File: config.mk
export PLATFORM = sky130hd
export DESIGN_NAME = dcache_write_buffer_flat
export DESIGN_NICKNAME = d
export VERILOG_FILES = /design/src/hw/rtl/dwb_pkg.sv /design/src/hw/rtl/dwb_in_if.sv /design/src/hw/rtl/dwb_out_if.sv /design/src/hw/rtl/dcache_write_buffer.sv /design/src/flat_wrapper.sv
export SDC_FILE = /design/constraint.sdc
export NUM_CORES = 2
export LEC_CHECK = 0
export ABC_AREA = 1
export BUFFER_PORTS_ARGS = -buffer_cell sky130_fd_sc_hd__buf_2
export CELL_PAD_IN_SITES_DETAIL_PLACEMENT = 0
export CELL_PAD_IN_SITES_GLOBAL_PLACEMENT = 1
export CORE_UTILIZATION = 41
export CTS_BUF_LIST = sky130_fd_sc_hd__clkbuf_8
export DETAILED_ROUTE_END_ITERATION = 10
export GPL_TIMING_DRIVEN = 0
export HOLD_SLACK_MARGIN = 0.05
export PLACE_DENSITY_LB_ADDON = 0.05
export SYNTH_ARGS = -nofsm -noshare
export SYNTH_HDL_FRONTEND = slang
export SYNTH_SLANG_ARGS = --single-unit
export TNS_END_PERCENT = 1
File: constraint.sdc
create_clock -name clk -period 8.1 [get_ports clk]
set_input_delay 0.81 -clock clk [delete_from_list [all_inputs] [get_ports clk]]
set_output_delay 0.81 -clock clk [all_outputs]
set_load 0.02 [all_outputs]
File: src/hw/rtl/dwb_pkg.sv
// Package for the data cache write buffer.
// Holds the fixed field widths and the command and status codes.
// No dependencies; every other file imports it.
package dwb_pkg;

  localparam int CMD_W    = 3;
  localparam int ADDR_W   = 32;
  localparam int DATA_W   = 32;
  localparam int WIDX_W   = 3;
  localparam int BE_W     = 4;
  localparam int STATUS_W = 3;
  localparam int OWORD_W  = 3;
  localparam int FREE_W   = 4;
  // Word offset taken from the byte offset of a line of at most 64 bytes.
  localparam int RAWOFF_W = 4;

  typedef enum logic [CMD_W-1:0] {
    CMD_PUSH  = 3'd0,
    CMD_READ  = 3'd1,
    CMD_MERGE = 3'd2,
    CMD_DRAIN = 3'd3,
    CMD_RESP  = 3'd4
  } cmd_t;

  typedef enum logic [STATUS_W-1:0] {
    ST_OK        = 3'd0,
    ST_NOMATCH   = 3'd1,
    ST_BUSY      = 3'd2,
    ST_OVERFLOW  = 3'd3,
    ST_UNDERFLOW = 3'd4,
    ST_NODRAIN   = 3'd5
  } status_t;

endpackage

File: src/hw/rtl/dwb_in_if.sv
// Request channel of the write buffer: valid/ready handshake and one request.
// Depends on dwb_pkg for the field widths.
interface dwb_in_if import dwb_pkg::*; ();
  logic              valid;
  logic              ready;
  logic [CMD_W-1:0]  cmd;
  logic [ADDR_W-1:0] addr;
  logic [WIDX_W-1:0] word_index;
  logic [DATA_W-1:0] data;
  logic [BE_W-1:0]   byte_enable;
  logic              line_end;

  modport source (output valid, cmd, addr, word_index, data, byte_enable, line_end,
                  input ready);
  modport sink   (input valid, cmd, addr, word_index, data, byte_enable, line_end,
                  output ready);
endinterface

File: src/hw/rtl/dwb_out_if.sv
// Result channel of the write buffer: valid/ready handshake and one result.
// Depends on dwb_pkg for the field widths.
interface dwb_out_if import dwb_pkg::*; ();
  logic                valid;
  logic                ready;
  logic [STATUS_W-1:0] status;
  logic [DATA_W-1:0]   read_data;
  logic [ADDR_W-1:0]   drain_line;
  logic [OWORD_W-1:0]  out_word;
  logic                is_last;
  logic [FREE_W-1:0]   free_slots;

  modport source (output valid, status, read_data, drain_line, out_word, is_last, free_slots,
                  input ready);
  modport sink   (input valid, status, read_data, drain_line, out_word, is_last, free_slots,
                  output ready);
endinterface

File: src/hw/rtl/dcache_write_buffer.sv
// Write buffer for evicted dirty lines: a circular FIFO of ENTRIES lines of
// WORDS_PER_LINE words. Each transaction on in_chan carries one request (push a
// word, bypass read, byte-merge a store, drain the head line, write response).
// A request is captured when taken and executed in the execute state, which
// waits while the output register is full or a read result is pending; a merge
// adds a further state to write the modified word back into the single data
// memory, whose read data is registered. A drain emits its WORDS_PER_LINE
// results one per cycle after the execute state while out_chan keeps taking
// them. The line addresses sit in flip-flops and are compared in parallel; the
// data memory needs no clearing after reset, so the block takes requests as
// soon as reset is released.
module dcache_write_buffer import dwb_pkg::*; #(
  parameter int ENTRIES        = 8,
  parameter int WORDS_PER_LINE = 8,
  parameter int LINE_BYTES     = 32
) (
  input  logic      clk,
  input  logic      rst_n,
  dwb_in_if.sink    in_chan,
  dwb_out_if.source out_chan
);

  localparam int SLOT_W    = (ENTRIES > 1) ? $clog2(ENTRIES) : 1;
  localparam int OFS_W     = SLOT_W + 1;
  localparam int CNT_W     = $clog2(ENTRIES + 1);
  localparam int WORD_W    = (WORDS_PER_LINE > 1) ? $clog2(WORDS_PER_LINE) : 1;
  localparam int MEM_DEPTH = ENTRIES * WORDS_PER_LINE;
  localparam int MADDR_W   = (MEM_DEPTH > 1) ? $clog2(MEM_DEPTH) : 1;
  localparam int RAWOFF_N  = 1 << RAWOFF_W;

  typedef enum logic [1:0] {S_IDLE, S_EXEC, S_MERGE, S_DRAIN} state_t;

  // Control state
  state_t             state_r, state_nxt;
  logic [SLOT_W-1:0]  head_r, head_nxt;
  logic [CNT_W-1:0]   fill_r, fill_nxt;
  logic               dp_r, dp_nxt;
  logic [WORD_W-1:0]  wcnt_r;
  logic               rd_pend_r;

  // Captured request
  cmd_t               cmd_r;
  logic [ADDR_W-1:0]  line_r;
  logic [WORD_W-1:0]  woff_r;
  logic [WORD_W-1:0]  widx_r;
  logic               widx_ok_r;
  logic [DATA_W-1:0]  data_r;
  logic [BE_W-1:0]    be_r;
  logic               lend_r;
  logic [ENTRIES-1:0] mvec_r;
  logic [MADDR_W-1:0] maddr_r;

  // Read metadata travelling with the memory read data
  logic [ADDR_W-1:0]  rd_line_r;
  logic [OWORD_W-1:0] rd_word_r;
  logic               rd_last_r;
  logic [DATA_W-1:0]  rdata_r;

  // Output register
  logic                out_valid_r;
  status_t             out_status_r;
  logic [DATA_W-1:0]   out_rdata_r;
  logic [ADDR_W-1:0]   out_line_r;
  logic [OWORD_W-1:0]  out_word_r;
  logic                out_last_r;
  logic [FREE_W-1:0]   out_free_r;

  logic [ADDR_W-1:0]  entry_addr_r [ENTRIES];
  logic [DATA_W-1:0]  mem [MEM_DEPTH];

  logic [WORD_W-1:0]  woff_tbl [RAWOFF_N];
  logic [RAWOFF_W-1:0] in_rawoff;
  logic [ADDR_W-1:0]  in_line;
  logic [ENTRIES-1:0] in_mvec;
  logic               in_acc;

  logic               out_free, rd_load, exec_go, merge_go, drain_issue, drain_last;
  logic               hit, busy, full, rd_issue;
  logic [ENTRIES-1:0] below_head, lo_vec;
  logic [SLOT_W-1:0]  hslot, tail, head_inc;
  logic [MADDR_W-1:0] mem_raddr, mem_waddr, hit_maddr;
  logic               mem_re, mem_we;
  logic [DATA_W-1:0]  mem_wdata, merge_mask;
  logic               ex_emit;
  status_t            ex_status;

  function automatic logic [SLOT_W-1:0] top_set(input logic [ENTRIES-1:0] v);
    logic [SLOT_W-1:0] idx;
    idx = '0;
    for (int i = 0; i < ENTRIES; i++) begin
      if (v[i]) idx = SLOT_W'(i);
    end
    return idx;
  endfunction

  function automatic logic [MADDR_W-1:0] word_addr(input logic [SLOT_W-1:0] slot,
                                                   input logic [WORD_W-1:0] word);
    return MADDR_W'(MADDR_W'(slot) * MADDR_W'(WORDS_PER_LINE)) + MADDR_W'(word);
  endfunction

  function automatic logic [FREE_W-1:0] free_of(input logic [CNT_W-1:0] fill);
    return FREE_W'(32'(ENTRIES) - 32'(fill));
  endfunction

  // Word offset within the line, reduced modulo the line length.
  for (genvar gi = 0; gi < RAWOFF_N; gi++) begin : g_woff
    assign woff_tbl[gi] = WORD_W'(gi % WORDS_PER_LINE);
  end

  // Tag compare against committed slots, done as the request is taken.
  always_comb begin
    logic [OFS_W-1:0] ofs;
    in_line   = in_chan.addr & ~ADDR_W'(LINE_BYTES - 1);
    in_rawoff = RAWOFF_W'((in_chan.addr & ADDR_W'(LINE_BYTES - 1)) >> 2);
    for (int s = 0; s < ENTRIES; s++) begin
      if (SLOT_W'(s) >= head_r) ofs = OFS_W'(s) - OFS_W'(head_r);
      else                      ofs = OFS_W'(s) + OFS_W'(ENTRIES) - OFS_W'(head_r);
      in_mvec[s] = (32'(ofs) < 32'(fill_r)) && (entry_addr_r[s] == in_line);
    end
  end

  assign in_chan.ready = (state_r == S_IDLE);
  assign in_acc        = in_chan.valid && in_chan.ready;

  // Youngest match: slots below the head pointer have wrapped and are younger.
  always_comb begin
    for (int s = 0; s < ENTRIES; s++) begin
      below_head[s] = (SLOT_W'(s) < head_r);
    end
    lo_vec = mvec_r & below_head;
    hslot  = (|lo_vec) ? top_set(lo_vec) : top_set(mvec_r);
  end

  always_comb begin
    logic [OFS_W-1:0] tsum;
    tsum = OFS_W'(head_r) + OFS_W'(fill_r);
    if (32'(tsum) >= 32'(ENTRIES)) tsum = tsum - OFS_W'(ENTRIES);
    tail     = SLOT_W'(tsum);
    head_inc = (32'(head_r) == ENTRIES - 1) ? '0 : head_r + SLOT_W'(1);
  end

  assign hit        = |mvec_r;
  assign busy       = (hslot == head_r) && dp_r;
  assign full       = (32'(fill_r) >= 32'(ENTRIES));
  assign out_free   = !out_valid_r || out_chan.ready;
  assign rd_load    = rd_pend_r && out_free;
  assign exec_go    = (state_r == S_EXEC) && out_free && !rd_pend_r;
  assign merge_go   = (state_r == S_MERGE) && out_free;
  assign drain_issue = (state_r == S_DRAIN) && (!rd_pend_r || rd_load);
  assign drain_last = (32'(wcnt_r) == WORDS_PER_LINE - 1);
  assign rd_issue   = (exec_go && cmd_r == CMD_READ && hit) || drain_issue;
  assign hit_maddr  = word_addr(hslot, woff_r);

  // Execute step: next control state and the directly produced result.
  always_comb begin
    state_nxt = state_r;
    head_nxt  = head_r;
    fill_nxt  = fill_r;
    dp_nxt    = dp_r;
    ex_emit   = 1'b0;
    ex_status = ST_OK;
    case (state_r)
      S_IDLE: begin
        if (in_acc) state_nxt = S_EXEC;
      end
      S_EXEC: begin
        if (exec_go) begin
          state_nxt = S_IDLE;
          ex_emit   = 1'b1;
          case (cmd_r)
            CMD_PUSH: begin
              if (full) ex_status = ST_OVERFLOW;
              else if (lend_r) fill_nxt = fill_r + CNT_W'(1);
            end
            CMD_READ: begin
              // A hit goes out through the memory read path instead.
              if (!hit) ex_status = ST_NOMATCH;
              else      ex_emit   = 1'b0;
            end
            CMD_MERGE: begin
              if (!hit)     ex_status = ST_NOMATCH;
              else if (busy) ex_status = ST_BUSY;
              else begin
                ex_emit   = 1'b0;
                state_nxt = S_MERGE;
              end
            end
            CMD_DRAIN: begin
              if (dp_r || fill_r == '0) ex_status = ST_NODRAIN;
              else begin
                ex_emit   = 1'b0;
                dp_nxt    = 1'b1;
                state_nxt = S_DRAIN;
              end
            end
            CMD_RESP: begin
              dp_nxt = 1'b0;
              if (fill_r == '0) ex_status = ST_UNDERFLOW;
              else begin
                fill_nxt = fill_r - CNT_W'(1);
                head_nxt = head_inc;
              end
            end
            default: ex_status = ST_NOMATCH;
          endcase
        end
      end
      S_MERGE: begin
        if (merge_go) begin
          state_nxt = S_IDLE;
          ex_emit   = 1'b1;
        end
      end
      S_DRAIN: begin
        if (drain_issue && drain_last) state_nxt = S_IDLE;
      end
      default: state_nxt = S_IDLE;
    endcase
  end

  always_comb begin
    for (int b = 0; b < BE_W; b++) begin
      merge_mask[8*b +: 8] = {8{be_r[b]}};
    end
  end

  assign mem_re    = rd_issue || (exec_go && cmd_r == CMD_MERGE && hit && !busy);
  assign mem_raddr = drain_issue ? word_addr(head_r, wcnt_r) : hit_maddr;
  assign mem_we    = (exec_go && cmd_r == CMD_PUSH && !full && widx_ok_r) || merge_go;
  assign mem_waddr = merge_go ? maddr_r : word_addr(tail, widx_r);
  assign mem_wdata = merge_go ? ((rdata_r & ~merge_mask) | (data_r & merge_mask)) : data_r;

  always_ff @(posedge clk) begin
    if (mem_we) mem[mem_waddr] <= mem_wdata;
    if (mem_re) rdata_r <= mem[mem_raddr];
  end

  always_ff @(posedge clk) begin
    if (exec_go && cmd_r == CMD_PUSH && !full) entry_addr_r[tail] <= line_r;
  end

  always_ff @(posedge clk) begin
    if (!rst_n) begin
      state_r     <= S_IDLE;
      head_r      <= '0;
      fill_r      <= '0;
      dp_r        <= 1'b0;
      wcnt_r      <= '0;
      rd_pend_r   <= 1'b0;
      out_valid_r <= 1'b0;
    end else begin
      state_r <= state_nxt;
      head_r  <= head_nxt;
      fill_r  <= fill_nxt;
      dp_r    <= dp_nxt;

      if (in_acc) begin
        cmd_r     <= cmd_t'(in_chan.cmd);
        line_r    <= in_line;
        woff_r    <= woff_tbl[in_rawoff];
        widx_r    <= WORD_W'(in_chan.word_index);
        widx_ok_r <= (32'(in_chan.word_index) < WORDS_PER_LINE);
        data_r    <= in_chan.data;
        be_r      <= in_chan.byte_enable;
        lend_r    <= in_chan.line_end;
        mvec_r    <= in_mvec;
      end

      if (exec_go) begin
        maddr_r <= hit_maddr;
        wcnt_r  <= '0;
      end else if (drain_issue) begin
        wcnt_r <= wcnt_r + WORD_W'(1);
      end

      if (rd_issue) begin
        rd_pend_r <= 1'b1;
        if (drain_issue) begin
          rd_line_r <= entry_addr_r[head_r];
          rd_word_r <= OWORD_W'(wcnt_r);
          rd_last_r <= drain_last;
        end else begin
          rd_line_r <= '0;
          rd_word_r <= '0;
          rd_last_r <= 1'b1;
        end
      end else if (rd_load) begin
        rd_pend_r <= 1'b0;
      end

      // The memory path and the direct path never load in the same cycle.
      if (rd_load) begin
        out_valid_r  <= 1'b1;
        out_status_r <= ST_OK;
        out_rdata_r  <= rdata_r;
        out_line_r   <= rd_line_r;
        out_word_r   <= rd_word_r;
        out_last_r   <= rd_last_r;
        out_free_r   <= free_of(fill_r);
      end else if (ex_emit) begin
        out_valid_r  <= 1'b1;
        out_status_r <= ex_status;
        out_rdata_r  <= '0;
        out_line_r   <= '0;
        out_word_r   <= '0;
        out_last_r   <= 1'b1;
        out_free_r   <= free_of(fill_nxt);
      end else if (out_chan.ready) begin
        out_valid_r <= 1'b0;
      end
    end
  end

  assign out_chan.valid      = out_valid_r;
  assign out_chan.status     = out_status_r;
  assign out_chan.read_data  = out_rdata_r;
  assign out_chan.drain_line = out_line_r;
  assign out_chan.out_word   = out_word_r;
  assign out_chan.is_last    = out_last_r;
  assign out_chan.free_slots = out_free_r;

  a_fill_bound: assert property (@(posedge clk) disable iff (!rst_n)
    32'(fill_r) <= ENTRIES)
    else $error("write buffer fill count above capacity");

  a_drain_flag: assert property (@(posedge clk) disable iff (!rst_n)
    (state_r == S_DRAIN) |-> dp_r)
    else $error("drain running without its in-flight flag");

  a_merge_clean: assert property (@(posedge clk) disable iff (!rst_n)
    (state_r == S_MERGE) |-> !rd_pend_r)
    else $error("merge write-back overlaps a pending read result");

  a_rd_to_out: assert property (@(posedge clk) disable iff (!rst_n)
    rd_load |=> out_valid_r)
    else $error("memory read result lost on its way to the output");

endmodule
File: src/flat_wrapper.sv
// flat-port wrapper written by rule: the top's interface ports become plain ports
module dcache_write_buffer_flat import dwb_pkg::*;
#(
  parameter int ENTRIES        = 8,
  parameter int WORDS_PER_LINE = 8,
  parameter int LINE_BYTES     = 32
)
  (clk, rst_n, in_chan_valid, in_chan_cmd, in_chan_addr, in_chan_word_index, in_chan_data, in_chan_byte_enable, in_chan_line_end, in_chan_ready, out_chan_valid, out_chan_status, out_chan_read_data, out_chan_drain_line, out_chan_out_word, out_chan_is_last, out_chan_free_slots, out_chan_ready);
  dwb_in_if in_chan_i ();
  dwb_out_if out_chan_i ();
  input  logic clk;
  input  logic rst_n;
  input wire logic [$bits(in_chan_i.valid)-1:0] in_chan_valid;
  input wire logic [$bits(in_chan_i.cmd)-1:0] in_chan_cmd;
  input wire logic [$bits(in_chan_i.addr)-1:0] in_chan_addr;
  input wire logic [$bits(in_chan_i.word_index)-1:0] in_chan_word_index;
  input wire logic [$bits(in_chan_i.data)-1:0] in_chan_data;
  input wire logic [$bits(in_chan_i.byte_enable)-1:0] in_chan_byte_enable;
  input wire logic [$bits(in_chan_i.line_end)-1:0] in_chan_line_end;
  output wire logic [$bits(in_chan_i.ready)-1:0] in_chan_ready;
  output wire logic [$bits(out_chan_i.valid)-1:0] out_chan_valid;
  output wire logic [$bits(out_chan_i.status)-1:0] out_chan_status;
  output wire logic [$bits(out_chan_i.read_data)-1:0] out_chan_read_data;
  output wire logic [$bits(out_chan_i.drain_line)-1:0] out_chan_drain_line;
  output wire logic [$bits(out_chan_i.out_word)-1:0] out_chan_out_word;
  output wire logic [$bits(out_chan_i.is_last)-1:0] out_chan_is_last;
  output wire logic [$bits(out_chan_i.free_slots)-1:0] out_chan_free_slots;
  input wire logic [$bits(out_chan_i.ready)-1:0] out_chan_ready;
  assign in_chan_i.valid = in_chan_valid;
  assign in_chan_i.cmd = in_chan_cmd;
  assign in_chan_i.addr = in_chan_addr;
  assign in_chan_i.word_index = in_chan_word_index;
  assign in_chan_i.data = in_chan_data;
  assign in_chan_i.byte_enable = in_chan_byte_enable;
  assign in_chan_i.line_end = in_chan_line_end;
  assign in_chan_ready = in_chan_i.ready;
  assign out_chan_valid = out_chan_i.valid;
  assign out_chan_status = out_chan_i.status;
  assign out_chan_read_data = out_chan_i.read_data;
  assign out_chan_drain_line = out_chan_i.drain_line;
  assign out_chan_out_word = out_chan_i.out_word;
  assign out_chan_is_last = out_chan_i.is_last;
  assign out_chan_free_slots = out_chan_i.free_slots;
  assign out_chan_i.ready = out_chan_ready;
  dcache_write_buffer #(.ENTRIES(ENTRIES), .WORDS_PER_LINE(WORDS_PER_LINE), .LINE_BYTES(LINE_BYTES)) u_core (.clk(clk), .rst_n(rst_n), .in_chan(in_chan_i), .out_chan(out_chan_i));
endmodule
==> load_flow_metrics.sql <==
INSERT INTO impl_metrics (metric_group, metric, value, unit) VALUES
('logic_synthesis', 'synth_edf_count', '2484', ''),
('timing', 'worst_path_setup_slack_after_routing', '0.1871', 'ns'),
('logic_synthesis', 'synth-async-reset-ratio', '0', '%'),
('setup_path', 'crit-reg2reg-capture', 'u_core.rdata_r[6]$_DFFE_PP_', ''),
('timing', 'slew_headroom', '4.079', '%'),
('run', 'drv_cap', '0', ''),
('min_path', 'hold_path_class', 'in2reg', ''),
('setup_path', 'critical_path_rt', '8.93', 'ns'),
('timing', 'worst_clock_skew', '0.08445', 'ns'),
('logic_synthesis', 'avgSynthCellArea', '12.05', 'um^2'),
('min_path', 'worst_hold_end', 'u_core.data_r[1]$_DFFE_PP_', ''),
('placement', 'detailedPlace.worstSlack', '0.4410', 'ns'),
('setup_path', 'arrival', '8.74', 'ns'),
('routing', 'drt_pass1_iterations', '6', ''),
('logic_synthesis', 'synthesis.area', '102600', 'um^2'),
('power_and_ir_drop', 'p_comb_share', '25.2', '%'),
('timing', 'final_period_minus_worst_setup_slack', '7.913', 'ns'),
('routing', 'detail_route.wl_per_cell', '33.68', 'um'),
('routing', 'drt.antenna.violating_nets', '0', ''),
('routing', 'finalWirelength', '437.8', 'mm'),
('logic_synthesis', 'post_synth_inst_count', '8519', ''),
('setup_path', 'critical_path.startpoint_type', 'register', ''),
('cells_and_area', 'design_area', '120000', 'um^2'),
('grt', 'grt.total_usage', '34.26', '%'),
('logic_synthesis', 'synth.yosys.seq_area_share', '72.98', '%'),
('setup_path', 'endpoint_kind', 'register', ''),
('timing', 'hold_viol_final', '0', ''),
('power_and_ir_drop', 'clock_power_share', '30.6', '%'),
('floorplanning', 'placementRows', '183', ''),
('grt', 'pin_count_of_the_biggest_net_entering_global_routing', '71', ''),
('floorplanning', 'die_w', '502.3', 'um'),
('logic_synthesis', 'synth.yosys.warnings', '0', ''),
('power_and_ir_drop', 'power_report.internal_total', '22.77', 'mW'),
('floorplanning', 'core_area', '248700', 'um^2'),
('min_path', 'start_point_of_the_worst_hold_path', 'in_chan_valid', ''),
('floorplanning', 'effective_utilization_at_floorplan', '41.27', '%'),
('timing', 'worst_pin_slew', '1.439', 'ns'),
('floorplanning', 'floorplan.io_pins', '156', ''),
('cells_and_area', 'finish.utilization', '48.26', '%'),
('timing', 'layout_worst_path_cycle_share', '97.69', '%'),
('clocking', 'h_tree_depth', '5', ''),
('logic_synthesis', 'yosys-top-cells-area', 'edfxtp_1 73%, nand3_1 9.8%, nand2_1 8.3%, buf_2 1.4%, nor2_1 0.99%', ''),
('clocking', 'number_of_cts_inserted_buffers', '441', ''),
('timing', 'timing.final.setup_violations', '0', ''),
('power_and_ir_drop', 'irDropWorstVdd', '0.1523', 'mV'),
('setup_path', 'worstReg2RegStart', 'u_core.head_r[0]$_SDFFE_PN0P_', ''),
('setup_path', 'timing.critical_path.fanout_max', '12', ''),
('routing', 'dr_total_vias', '75320', ''),
('logic_synthesis', 'area_share_of_the_leading_cell_type_in_the_synthesized_netlist', '72.69', '%'),
('floorplanning', 'vertical_die_dimension', '502.3', 'um'),
('min_path', 'hold_depth', '3', ''),
('clocking', 'post_cts.resized_instances', '0', ''),
('logic_synthesis', 'ys_seq_elements', '2499', ''),
('run_status', 'outcome', 'finished clean', ''),
('power_and_ir_drop', 'pwr-share-seq', '44.1', '%'),
('clocking', 'cts_setup_buffers', '0', ''),
('setup_path', 'critical_path_class', 'reg2reg', ''),
('clocking', 'worst_setup_hold_path_clk_slew', '0.07', 'ns'),
('routing', 'drc', '0', ''),
('power_and_ir_drop', 'p_per_area', '293.4', 'nW/um^2'),
('grt', 'total_overflow_reported_by_the_global_router', '0', ''),
('placement', 'detailed_place_hpwl', '309.3', 'mm'),
('cells_and_area', 'finalNetCount', '9456', ''),
('clocking', 'worst_skew_pair.late_latency', '1.16', 'ns'),
('grt', 'first_global_vias', '70580', ''),
('grt', 'grt_first_pass_wirelength', '587.0', 'mm'),
('logic_synthesis', 'yosys_cell_types', '46', ''),
('cells_and_area', 'layoutNonFillerInstCount', '13000', ''),
('power_and_ir_drop', 'post-layout-total-power', '35.21', 'mW'),
('setup_path', 'r2r_slack', '0.19', 'ns'),
('clocking', 'clock-sinks', '2499', '');
[flip-flops by register name, summed over array words and instances, names as in the netlist, 4 cells and up]
| signal | flops |
|---|---|
| u_core.line_r | 27 |
| u_core.be_r | 4 |
| u_core.rd_line_r | 27 |
| u_core.rdata_r | 32 |
| u_core.mvec_r | 8 |
| u_core.fill_r | 4 |
| u_core.entry_addr_r | 216 |
| u_core.mem | 2048 |
| u_core.out_chan.free_slots | 4 |
| u_core.maddr_r | 6 |
| u_core.out_chan.read_data | 32 |
| u_core.data_r | 32 |
| u_core.out_chan.drain_line | 27 |
[critical path, stage by stage, from the launching register on]
cell and delay (ns):
dfxtp_1 0.33, clkbuf_1 0.32, inv_2 0.30, clkbuf_1 0.71, buf_1 1.08, ha_1 0.35, inv_1 0.08, ha_1 0.18
nand2_1 0.08, nand2_1 0.09, nor2_1 0.21, nand2_1 0.10, nor2_1 0.09, nand2_1 0.07, nand2_1 0.13, o21ai_1 0.18
inv_1 0.11, buf_2 0.69, buf_1 1.07, nand3_1 0.37, nand3_1 0.28, nand3_1 0.44, and2_1 0.35
[layer usage]
layer / wire length (um) / vias to the layer above / global-route usage (%)
met5: 85 / - / 0
met4: 21110 / 10 / 14.94
met3: 41000 / 804 / 6.470
met2: 197900 / 4256 / 52.83
met1: 177800 / 38070 / 47.18
li1: - / 32180 / -
[worst max path at each step]
stage / from / endpoint / slack [ns]
final: u_core.head_r[0]$_SDFFE_PN0P_ / u_core.rdata_r[6]$_DFFE_PP_ / 0.19
after detailed placement: u_core.head_r[0]$_SDFFE_PN0P_ / u_core.rdata_r[6]$_DFFE_PP_ / 0.44
after CTS: u_core.head_r[0]$_SDFFE_PN0P_ / u_core.rdata_r[6]$_DFFE_PP_ / 0.44
after global placement: u_core.head_r[0]$_SDFFE_PN0P_ / u_core.mem[0][14]$_DFFE_PP_ / -0.82
after global routing: u_core.head_r[0]$_SDFFE_PN0P_ / u_core.rdata_r[6]$_DFFE_PP_ / 0.1
after floorplan: u_core.head_r[0]$_SDFFE_PN0P_ / u_core.rdata_r[0]$_DFFE_PP_ / 2.81
[logic make-up (layout without fill, tap and decap cells)]
logic type               count (synthesis)  count (layout)  share of synthesized area [%]
AO/OA/AOI/OAI                          455             455                          2.647
other                                    1              20                       0.003654
buffers and inverters                  765            1896                          3.297
flip-flops                            2499            2499                          72.98
AND/OR/NAND/NOR                       4677            4677                          19.86
adder cells (fa/ha/maj)                 44              44                         0.5511
XOR/XNOR                                78              78                         0.6657
[per-stage QoR]
step / setup TNS [ns] / hold WS, ns
after floorplan: 0 / 0.4264
after global routing: 0 / 0.2343
after detailed placement: 0 / 0.4410
final: 0 / 0.2553
after CTS: 0 / 0.1617
after global placement: -500.39 / 0.4337
[area by class of cell]
| cell class | instances | area [um^2] |
|---|---|---|
| Fill cell | 22520 | 128700 |
| Buffer | 526 | 2486 |
| Clock buffer | 452 | 6221 |
| Timing Repair Buffer | 366 | 4607 |
| Antenna cell | 14 | 35.03 |
| Multi-Input combinational cell | 5260 | 25130 |
| Tap cell | 3330 | 4167 |
| Clock inverter | 313 | 1572 |
| Sequential cell | 2499 | 74890 |
| Inverter | 239 | 899.6 |
[cells in the final DEF, fill, tap and decap left out, drive strengths merged, types with 25 or more instances in the layout]
cell         count
edfxtp        2484
nand2         2281
nand3         2001
buf            684
clkbuf         586
inv            384
nor2           274
o21ai          203
clkinv         152
a21oi           84
dlygate4sd3     74
o22ai           54
xor2            44
ha              42
xnor2           34
o21a            32
and2            30
nand4           28
a22o            25
[power by group through the flow]
stage	registers [mW]	logic, mW	clock network (mW)
2_1_floorplan	15.9	3.94	0
6_report	15.5	8.89	10.8
4_1_cts	15.5	8.71	10.9
3_5_place_dp	15.8	8.66	0
3_3_place_gp	16.0	8.17	0
5_1_grt	15.6	9.18	11.4
Note: power is estimated with default switching activity, not from simulation.
